[src/sv/mfbre_pkg.sv]
// Shared constants, codes, types and the pixel operation function of the raster engine.
package mfbre_pkg;

  localparam int DEF_SCREEN_WIDTH  = 128;
  localparam int DEF_SCREEN_HEIGHT = 64;

  localparam logic [2:0] FUNC_PIXEL = 3'd0;
  localparam logic [2:0] FUNC_HRUN  = 3'd1;
  localparam logic [2:0] FUNC_VRUN  = 3'd2;
  localparam logic [2:0] FUNC_CLEAR = 3'd3;
  localparam logic [2:0] FUNC_READ  = 3'd4;

  localparam logic [1:0] OP_CLEAR  = 2'd0;
  localparam logic [1:0] OP_SET    = 2'd1;
  localparam logic [1:0] OP_TOGGLE = 2'd2;

  localparam logic [7:0] FULL_MASK = 8'hFF;
  localparam logic [7:0] ZERO_BYTE = 8'h00;

  typedef struct packed {
    logic load;
    logic clip;
    logic plan;
    logic mem_rd;
    logic mem_wr;
    logic clr_wr;
    logic idx_rd;
    logic take_read;
  } cmd_t;

  typedef struct packed {
    logic [2:0] func;
    logic       clip_empty;
    logic       walk_last;
    logic       clr_last;
  } status_t;

  function automatic logic [7:0] apply_op(input logic [7:0] data,
                                          input logic [7:0] mask,
                                          input logic [1:0] op);
    logic [7:0] res;
    unique case (op)
      OP_CLEAR:  res = data & ~mask;
      OP_SET:    res = data | mask;
      OP_TOGGLE: res = data ^ mask;
      default:   res = data;
    endcase
    return res;
  endfunction

endpackage

[src/sv/mfbre_ctrl.sv]
// Command sequencer of the raster engine.
module mfbre_ctrl import mfbre_pkg::*; (
  input  logic    clk,
  input  logic    rst,
  input  logic    start,
  output logic    busy,
  output logic    done,
  output cmd_t    cmd,
  input  status_t sts
);

  localparam logic [3:0] S_INIT  = 4'd0;
  localparam logic [3:0] S_IDLE  = 4'd1;
  localparam logic [3:0] S_CLIP  = 4'd2;
  localparam logic [3:0] S_PLAN  = 4'd3;
  localparam logic [3:0] S_RD    = 4'd4;
  localparam logic [3:0] S_WR    = 4'd5;
  localparam logic [3:0] S_CLEAR = 4'd6;
  localparam logic [3:0] S_READ  = 4'd7;
  localparam logic [3:0] S_RWAIT = 4'd8;

  logic [3:0] state, state_next;
  logic       done_next;

  always_comb begin
    state_next = state;
    done_next  = 1'b0;
    cmd        = '0;
    unique case (state)
      S_INIT: begin
        cmd.clr_wr = 1'b1;
        if (sts.clr_last) state_next = S_IDLE;
      end
      S_IDLE: begin
        if (start) begin
          cmd.load   = 1'b1;
          state_next = S_CLIP;
        end
      end
      S_CLIP: begin
        cmd.clip = 1'b1;
        unique case (sts.func) inside
          FUNC_PIXEL, FUNC_HRUN, FUNC_VRUN: state_next = S_PLAN;
          FUNC_CLEAR: state_next = S_CLEAR;
          FUNC_READ:  state_next = S_READ;
          default: begin
            state_next = S_IDLE;
            done_next  = 1'b1;
          end
        endcase
      end
      S_PLAN: begin
        if (sts.clip_empty) begin
          state_next = S_IDLE;
          done_next  = 1'b1;
        end else begin
          cmd.plan   = 1'b1;
          state_next = S_RD;
        end
      end
      S_RD: begin
        cmd.mem_rd = 1'b1;
        state_next = S_WR;
      end
      S_WR: begin
        cmd.mem_wr = 1'b1;
        if (sts.walk_last) begin
          state_next = S_IDLE;
          done_next  = 1'b1;
        end else begin
          state_next = S_RD;
        end
      end
      S_CLEAR: begin
        cmd.clr_wr = 1'b1;
        if (sts.clr_last) begin
          state_next = S_IDLE;
          done_next  = 1'b1;
        end
      end
      S_READ: begin
        cmd.idx_rd = 1'b1;
        state_next = S_RWAIT;
      end
      S_RWAIT: begin
        cmd.take_read = 1'b1;
        state_next    = S_IDLE;
        done_next     = 1'b1;
      end
      default: begin
        state_next = S_IDLE;
      end
    endcase
  end

  always_ff @(posedge clk) begin
    if (rst) begin
      state <= S_INIT;
      done  <= 1'b0;
    end else begin
      state <= state_next;
      done  <= done_next;
    end
  end

  assign busy = (state != S_IDLE);

endmodule

[config.mk]
export PLATFORM = sky130hd
export DESIGN_NAME = mfbre_ctrl
export DESIGN_NICKNAME = d
export VERILOG_FILES = /design/src/sv/mfbre_pkg.sv /design/src/sv/mfbre_ctrl.sv
export SDC_FILE = /design/constraint.sdc
export NUM_CORES = 1
export LEC_CHECK = 0
export BUFFER_PORTS_ARGS = -buffer_cell sky130_fd_sc_hd__buf_2
export CAP_MARGIN = 40
export CORE_AREA = 3 3 40 42
export CTS_BUF_LIST = sky130_fd_sc_hd__clkbuf_16
export CTS_CLUSTER_SIZE = 20
export DETAILED_ROUTE_END_ITERATION = 8
export DIE_AREA = 0 0 43 45
export MAX_ROUTING_LAYER = met4
export SYNTH_ARGS = -nofsm -noshare
export SYNTH_HDL_FRONTEND = slang
export SYNTH_SLANG_ARGS = --single-unit
export TNS_END_PERCENT = 30
[constraint.sdc]
create_clock -name clk -period 1.95 [get_ports clk]
set_clock_uncertainty 0.05 [all_clocks]
set_input_delay 0.39 -clock clk [delete_from_list [all_inputs] [get_ports clk]]
set_output_delay 0.39 -clock clk [all_outputs]
set_load 0.05 [all_outputs]
Word-level counts from Yosys, hierarchy flattened --
Cells that the tools add are included.
Operators by class: reduce and logical (&&, ||, !) cells 6, multiplexer cells 21, equal/unequal tests 15
Operator list (count):
- $pmux 4 s7 | 1
- $eq 4x3->1 const B | 4
- $mux 1 | 14
- $pmux 3 s3 | 1
- $eq 4x2->1 const B | 2
- $mux 4 | 2
- $eq 3x2->1 const B | 2
- $mux 3 | 2
- $pmux 1 s5 | 1
- $reduce_or 5->1 | 1
- $eq 4x1->1 const B | 1
- $eq 4x4->1 const B | 1
- $logic_not 4->1 | 1
- $ne 4x1->1 const B | 1
- $eq 3x1->1 const B | 1
- $eq 3x3->1 const B | 1
- $logic_not 3->1 | 1
- $reduce_or 3->1 | 1
- $ne 2x1->1 const B | 1
- $ne 2x2->1 const B | 1
- $reduce_and 2->1 | 1
- $reduce_or 2->1 | 1
Storage, ports and cells: register bits after elaboration 5, output and inout port bits 10, word-level logic and storage cells 44, input port bits 9

Depth between registers and ports, before layout --
Gate-level depths: netlist (run 1).
depth after elaboration 4, gate-level depth with buffers 5, mapped depth without buffers 4

Least setup slack after synthesis (run 1) --
No wires, ideal clock.
kind register to register, start reg state[1], end reg state[0], clock period less this slack 2737 ps, path slack -787 ps, arrival 2475 ps, stages on the path, launching flop included 5, setup time 212 ps, cell sequence dfxtp_1 > buf_4 > and2b_1 > nor4_1 > a221oi_1
On the way: longest elaborated chain between the ends 4
Ends and longest elaborated chain:
- from (decl) | line mfbre_ctrl.sv:22 | logic [3:0] state, state_next;
- from (signal assigned) | line mfbre_ctrl.sv:101 | state <= state_next;
- $eq 4x3->1 or $logic_not 4->1 (tied branches) | line mfbre_ctrl.sv:29 | unique case (state)
- $reduce_or 2->1 (no line)
- $ne 2x1->1 (no line)
- $reduce_and 2->1 (no line)
Several ways; a longest one is shown, not always the timed one. A chain may end at the register's enable or synchronous reset.

==> impl_metrics.ini, run 1 <==
[setup_path]
r2r_setup_slack_ns = 0.53
crit_path_max_fanout = 4
endpoint_kind = output port
regToRegStartpoint = state[3]
critical_path.max_stage_delay_ns = 0.39
cp.arrival_ns = 1.43
start_kind = register
crit_slowest_cell = or3_1
cp.required_ns = 1.51
worst-setup-path-type = register to output port
path_cells = inv_1 -> or3_1 -> nor2_1 -> buf_2
cp-startpoint = state[3]

[placement]
dp_hpwl_um = 880
place_area_um2 = 517
place_ws_ns = 0.197
gp_congestion = 0.830
dp.cells = 85
io_buffers = 18

[power]
powerDensity_nw_per_um2 = 864
power_w = 0.000519
leakage_nw = 0.270
ir_drop_uv = 276

[synth]
syn_nets = 62
synth_top_cell_area_share = 0.248
synth.area.top_cells = dfxtp_1 25%, nor3_1 7.5%, o21ai_0 3.7%
postSynthAreaPerCell_um2 = 7.60
yosys_register_bits = 5
netlist_area_um2 = 403
synth_top_area_cell = dfxtp_1
synth.yosys.seq_area_share = 0.248
yosysUniqueCellTypes = 33
ys_warn_count = 0
synthCells = 53

[floorplan]
die_w_um = 43
initial_core_util = 0.314
rows = 13
ios = 19
design.core.area_um2 = 1280
dieArea_um2 = 1940
dieHeight_um = 45

[route]
drtAntennaViolNets = 0
vias_per_cell = 5.40
drc = 0
drt_wl_total_um = 1090
post_drt_wl_per_cell_um = 12.2
drt-pass1-iter-count = 2
drtIter0Drc = 2
vias = 481

[cts]
htree_num_levels = 1
clk_latency_ns = 0.23
postCtsSetupBuffers = 0
path_clk_slew_ns = 0.03
cts_root_buf = clkbuf_16
clock_tree.buffer_depth = 2
cts_tree = built
cts_buffers = 3
cts_sinks = 5

[timing]
slew_viol_final = 0
min_period_ns = 1.87
worst_slack_ns = 0.0850
fmax_ghz = 0.536
finalHoldViolCount = 0
fin_crit_sh = 0.956
rsz0062_at_grt = false
holdWs_ns = 0.368
setup_violations = 0
relSlewSlack = 0.755
tightest_slew_ns = 0.363

[job]
maxCapViolations = 0

[outcome]
status = complete, no violations

[global_routing]
grt_use_total = 0.129
grt-ovfl-total = 0
antenna_found_initial = 0
grt_pass1_vias = 463
grt_max_degree = 14
grt_pass1_wl_um = 1860

[finish]
fin_area_um2 = 601
final_cells = 89
flow.area_growth_from_synthesis_pct = 49.1
nets = 84
insertedDiodeCount = 0
drive_gt1_frac = 0.405
filler_cell_count = 139

[worst_hold_path]
hold_class = input port to register
hp-start = rst
==> through the flow <==
stage,setup TNS [ns],util
after floorplan,-1.08,-
after global placement,0,0.402
final,0,0.467
after CTS,0,0.465
after detailed placement,0,0.402
after global routing,0,0.467
==> power by group <==
part / leakage, nW / switching (W) / internal, W
logic: 0.187 / 0.0000481 / 0.0000267
registers: 0.0416 / 0.00000527 / 0.000106
clock network: 0.0423 / 0.0000673 / 0.000266
total: 0.270 / 0.000121 / 0.000398
==> cells in the mapped netlist, drive strengths merged <==
cell / n
o41ai: 1
and2b: 1
nor4bb: 1
a221oi: 1
and2: 1
or3: 1
or4: 1
buf: 4
nor3: 6
a211oi: 1
nand2b: 2
nor2: 2
a21oi: 2
nand3: 1
nand2: 4
nor4: 1
nor3b: 1
or3b: 1
nand4: 1
nor2b: 2
dfxtp: 5
inv: 3
a2bb2oi: 1
a21o: 1
o311ai: 1
o21ai: 4
a22o: 1
a2111o: 1
a31oi: 1
==> cell families after synthesis <==
family / Yosys count / share of synthesized area
flops: 5 / 0.248
compound gates: 15 / 0.264
buf+inv: 7 / 0.0994
simple gates: 26 / 0.388
==> layer usage <==
layer | vias to the layer above | GRT usage | part of all wire
met3 | 0 | 0.0398 | 0.049
li1 | 243 | - | -
met1 | 227 | 0.149 | 0.47
met5 | - | - | 0
met4 | 0 | 0.0542 | 0
met2 | 11 | 0.210 | 0.48
==> registers in the layout, summed over array words and instances (netlist names) <==
signal,flops
done,1
state,4
==> layout make-up <==
| type | instances | area, um^2 | share of cell area |
|---|---|---|---|
| inverters | 3 | 11.3 | 0.0188 |
| repair buffers | 21 | 115 | 0.192 |
| clock inverters | 1 | 3.75 | 0.00625 |
| multi-input cells | 41 | 274 | 0.456 |
| well taps | 15 | 18.8 | 0.0313 |
| flip-flops and latches | 5 | 103 | 0.171 |
| clock buffers | 3 | 75.1 | 0.125 |
==> worst max-delay path, delay by kind of cell, from the launching register on <==
kind	cells	cell delay, ns
buf+inv	2	0.36
simple gates	2	0.48
flops	1	0.36
==> cells in the final DEF, fill, tap and decap left out, drive strengths merged, types with 2 or more instances in the layout <==
| master | count |
|---|---|
| clkbuf | 3 |
| a21oi | 2 |
| inv | 4 |
| nor2 | 2 |
| nand2b | 2 |
| dfxtp | 5 |
| o21ai | 4 |
| nor2b | 2 |
| nor3 | 6 |
| buf | 21 |
| nand2 | 4 |
==> final timing paths <==
path | endpoint | cells after the start
max | cmd[0] | 4
min | done | 2
max reg2reg | done | 4
min reg2reg | state[3] | 2
==> repair_timing <==
item                                    4_1_cts  5_1_grt
endpoints found under the hold margin         0        0
resized for setup                             1        2
hold buffers                                  0        0
endpoints found under the setup margin        1        5
Power figures use the tool's default switching activity.
==> run 2, diff against run 1 <==
--- a/config.mk
+++ b/config.mk
@@ -5,11 +5,12 @@
 export SDC_FILE = /design/constraint.sdc
 export NUM_CORES = 1
 export LEC_CHECK = 0
+export ABC_AREA = 1
 export BUFFER_PORTS_ARGS = -buffer_cell sky130_fd_sc_hd__buf_2
 export CAP_MARGIN = 40
 export CORE_AREA = 3 3 40 42
 export CTS_BUF_LIST = sky130_fd_sc_hd__clkbuf_16
-export CTS_CLUSTER_SIZE = 20
+export CTS_CLUSTER_SIZE = 25
 export DETAILED_ROUTE_END_ITERATION = 8
 export DIE_AREA = 0 0 43 45
 export MAX_ROUTING_LAYER = met4
==> run 2 against run 1 <==
Net effect:
- sequential power rose by 46%
- non-clock buffer count fell by 3
- combinational power rose to 8.1 times the previous value
- register-to-register slack improved by 0.18 ns
- critical endpoint is now cmd[7]
- final cell count rose by 19%
- hold slack got worse by 0.017 ns
- critical path depth rose by 1
- flip-flop and latch count did not move
- fmax rose by 4.7%
- total power rose by 110%
==> impl_metrics.ini, run 2 <==
[timing]
finalHoldViolCount = 0
fmax_ghz = 0.561
relSlewSlack = 0.801
setup_violations = 0
min_period_ns = 1.78
fin_crit_sh = 0.914
rsz0062_at_grt = false
slew_viol_final = 0
tightest_slew_ns = 0.297

[finish]
top_regs = state x4, done x1
final_cells = 106
drive_gt1_frac = 0.330
layout_commonest_cell = buf_2
largest_register_ffs = 4
insertedDiodeCount = 0
top_register = state
fin_area_um2 = 601
final_util = 0.467
nets = 101
final_cell_mix = 18 x buf_2, 13 x inv_1, 13 x nand2_1
flow.area_growth_from_synthesis_pct = 46.3

[outcome]
status = complete, no violations

[floorplan]
rows = 13
ios = 19
dieHeight_um = 45
initial_core_util = 0.319
design.core.area_um2 = 1280
dieArea_um2 = 1940
die_w_um = 43

[route]
drt-pass1-iter-count = 4
drc = 0
drtIter0Drc = 17
drt_wl_total_um = 1030
post_drt_wl_per_cell_um = 9.73
drtAntennaViolNets = 0
vias = 484
vias_per_cell = 4.57

[worst_hold_path]
hold_class = input port to register

[setup_path]
crit_path_max_fanout = 4
start_kind = register
cp.arrival_ns = 1.34
critical_path.max_stage_delay_ns = 0.36
endpoint_kind = output port
worst-setup-path-type = register to output port
path_cells = inv_1 -> nor2_1 -> nand2_1 -> nor2_2 -> buf_2
cp.required_ns = 1.51
crit_slowest_cell = dfxtp_1

[cts]
cts_tree = built
cts_root_buf = clkbuf_16
ctsHoldBuffers = 0
clk_latency_ns = 0.22
cts_sinks = 5
path_clk_slew_ns = 0.03
cts_buffers = 3
postCtsSetupBuffers = 0
htree_num_levels = 1
clock_tree.buffer_depth = 2
cts_resized = 0

[synth]
synth.area.top_cells = dfxtp_1 24%, nand2_1 12%, inv_1 11%
synthCells = 69
yosys_register_bits = 5
ys_warn_count = 0
yosysUniqueCellTypes = 14
syn_nets = 78
synth_top_area_cell = dfxtp_1
yosysMostFrequentCell = nand2_1
netlist_area_um2 = 410
synth_commonest_cells = 13 x nand2_1, 12 x inv_1, 10 x nor2_1, 8 x nand3_1, 5 x dfxtp_1
synth_edf_count = 0
postSynth.asyncResetShare = 0
synthFlopType = dfxtp_1
synth_top_cell_area_share = 0.244
postSynthAreaPerCell_um2 = 5.95
synth.yosys.seq_area_share = 0.244

[placement]
dp.cells = 102
place_area_um2 = 522
dp_hpwl_um = 842
gp_congestion = 0.859
io_buffers = 18

[global_routing]
grt_max_degree = 7
grt_pass1_vias = 393
grt_pass1_wl_um = 1500
grt-ovfl-total = 0
grt_use_total = 0.110
antenna_found_initial = 0

[power]
ir_drop_uv = 747
leakage_nw = 0.343
powerDensity_nw_per_um2 = 1830

[job]
maxCapViolations = 0
==> run 2: cell types whose count changed after synthesis, sizes merged, moves of 3 or more <==
| cell | delta |
|---|---|
| nor3 | -4 |
| nand2 | +14 |
| inv | +9 |
| nand3 | +7 |
| nor2 | +11 |
| nand3b | +3 |
| buf | -4 |
==> run 2: routing by layer <==
layer,vias to the layer above,global-route usage,wire (um)
met1,208,0.123,459
met2,15,0.177,507
met5,-,-,0
met4,0,0.0361,0
met3,0,0.0478,64
li1,261,-,-
==> run 2: metrics by stage <==
step                      total power, W  setup TNS [ns]  setup WS (ns)  hold WS (ns)
after global routing             0.00116               0         0.0830         0.360
after detailed placement        0.000767               0          0.398         0.481
after global placement          0.000772               0          0.432         0.482
after floorplan                 0.000649         -0.0265        -0.0265         0.409
after CTS                        0.00110               0          0.157         0.345
final                            0.00110               0          0.168         0.352
==> run 2: cells by family (layout without fill, tap and decap cells) <==
| logic type | count (synthesis) | count (layout) | share of synthesized area |
|---|---|---|---|
| DFF | 5 | 5 | 0.244 |
| buffers and inverters | 12 | 34 | 0.110 |
| AOI/OAI and AO/OA | 7 | 7 | 0.0854 |
| and+or+nand+nor | 45 | 45 | 0.561 |
==> run 2: worst max-delay path, delay by kind of cell, from the launching register on <==
kind,cells,cell delay (ns)
buffers and inverters,2,0.35
AND/OR/NAND/NOR,3,0.42
flip-flops,1,0.36
==> run 2: area by class of cell <==
type | count | area (um^2)
Multi-Input combinational cell | 52 | 268
Timing Repair Buffer | 18 | 90.1
Clock inverter | 1 | 3.75
Sequential cell | 5 | 100
Clock buffer | 3 | 75.1
Inverter | 12 | 45.0
Tap cell | 15 | 18.8
Fill cell | 138 | 684
==> run 2: final timing paths <==
path / cells after the start / to / startpoint / slack, ns
setup reg to reg: 6 / done / state[2] / 0.71
hold reg to reg: 2 / state[2] / state[2] / 0.50
setup / recovery: 5 / cmd[7] / state[0] / 0.17
hold / removal: 2 / state[2] / rst / 0.35
==> run 2: power breakdown <==
group / switching (W) / total [W] / internal [W]
clock: 0.0000660 / 0.000331 / 0.000265
combinational: 0.000447 / 0.000605 / 0.000157
sequential: 0.0000300 / 0.000162 / 0.000132
total: 0.000543 / 0.00110 / 0.000555
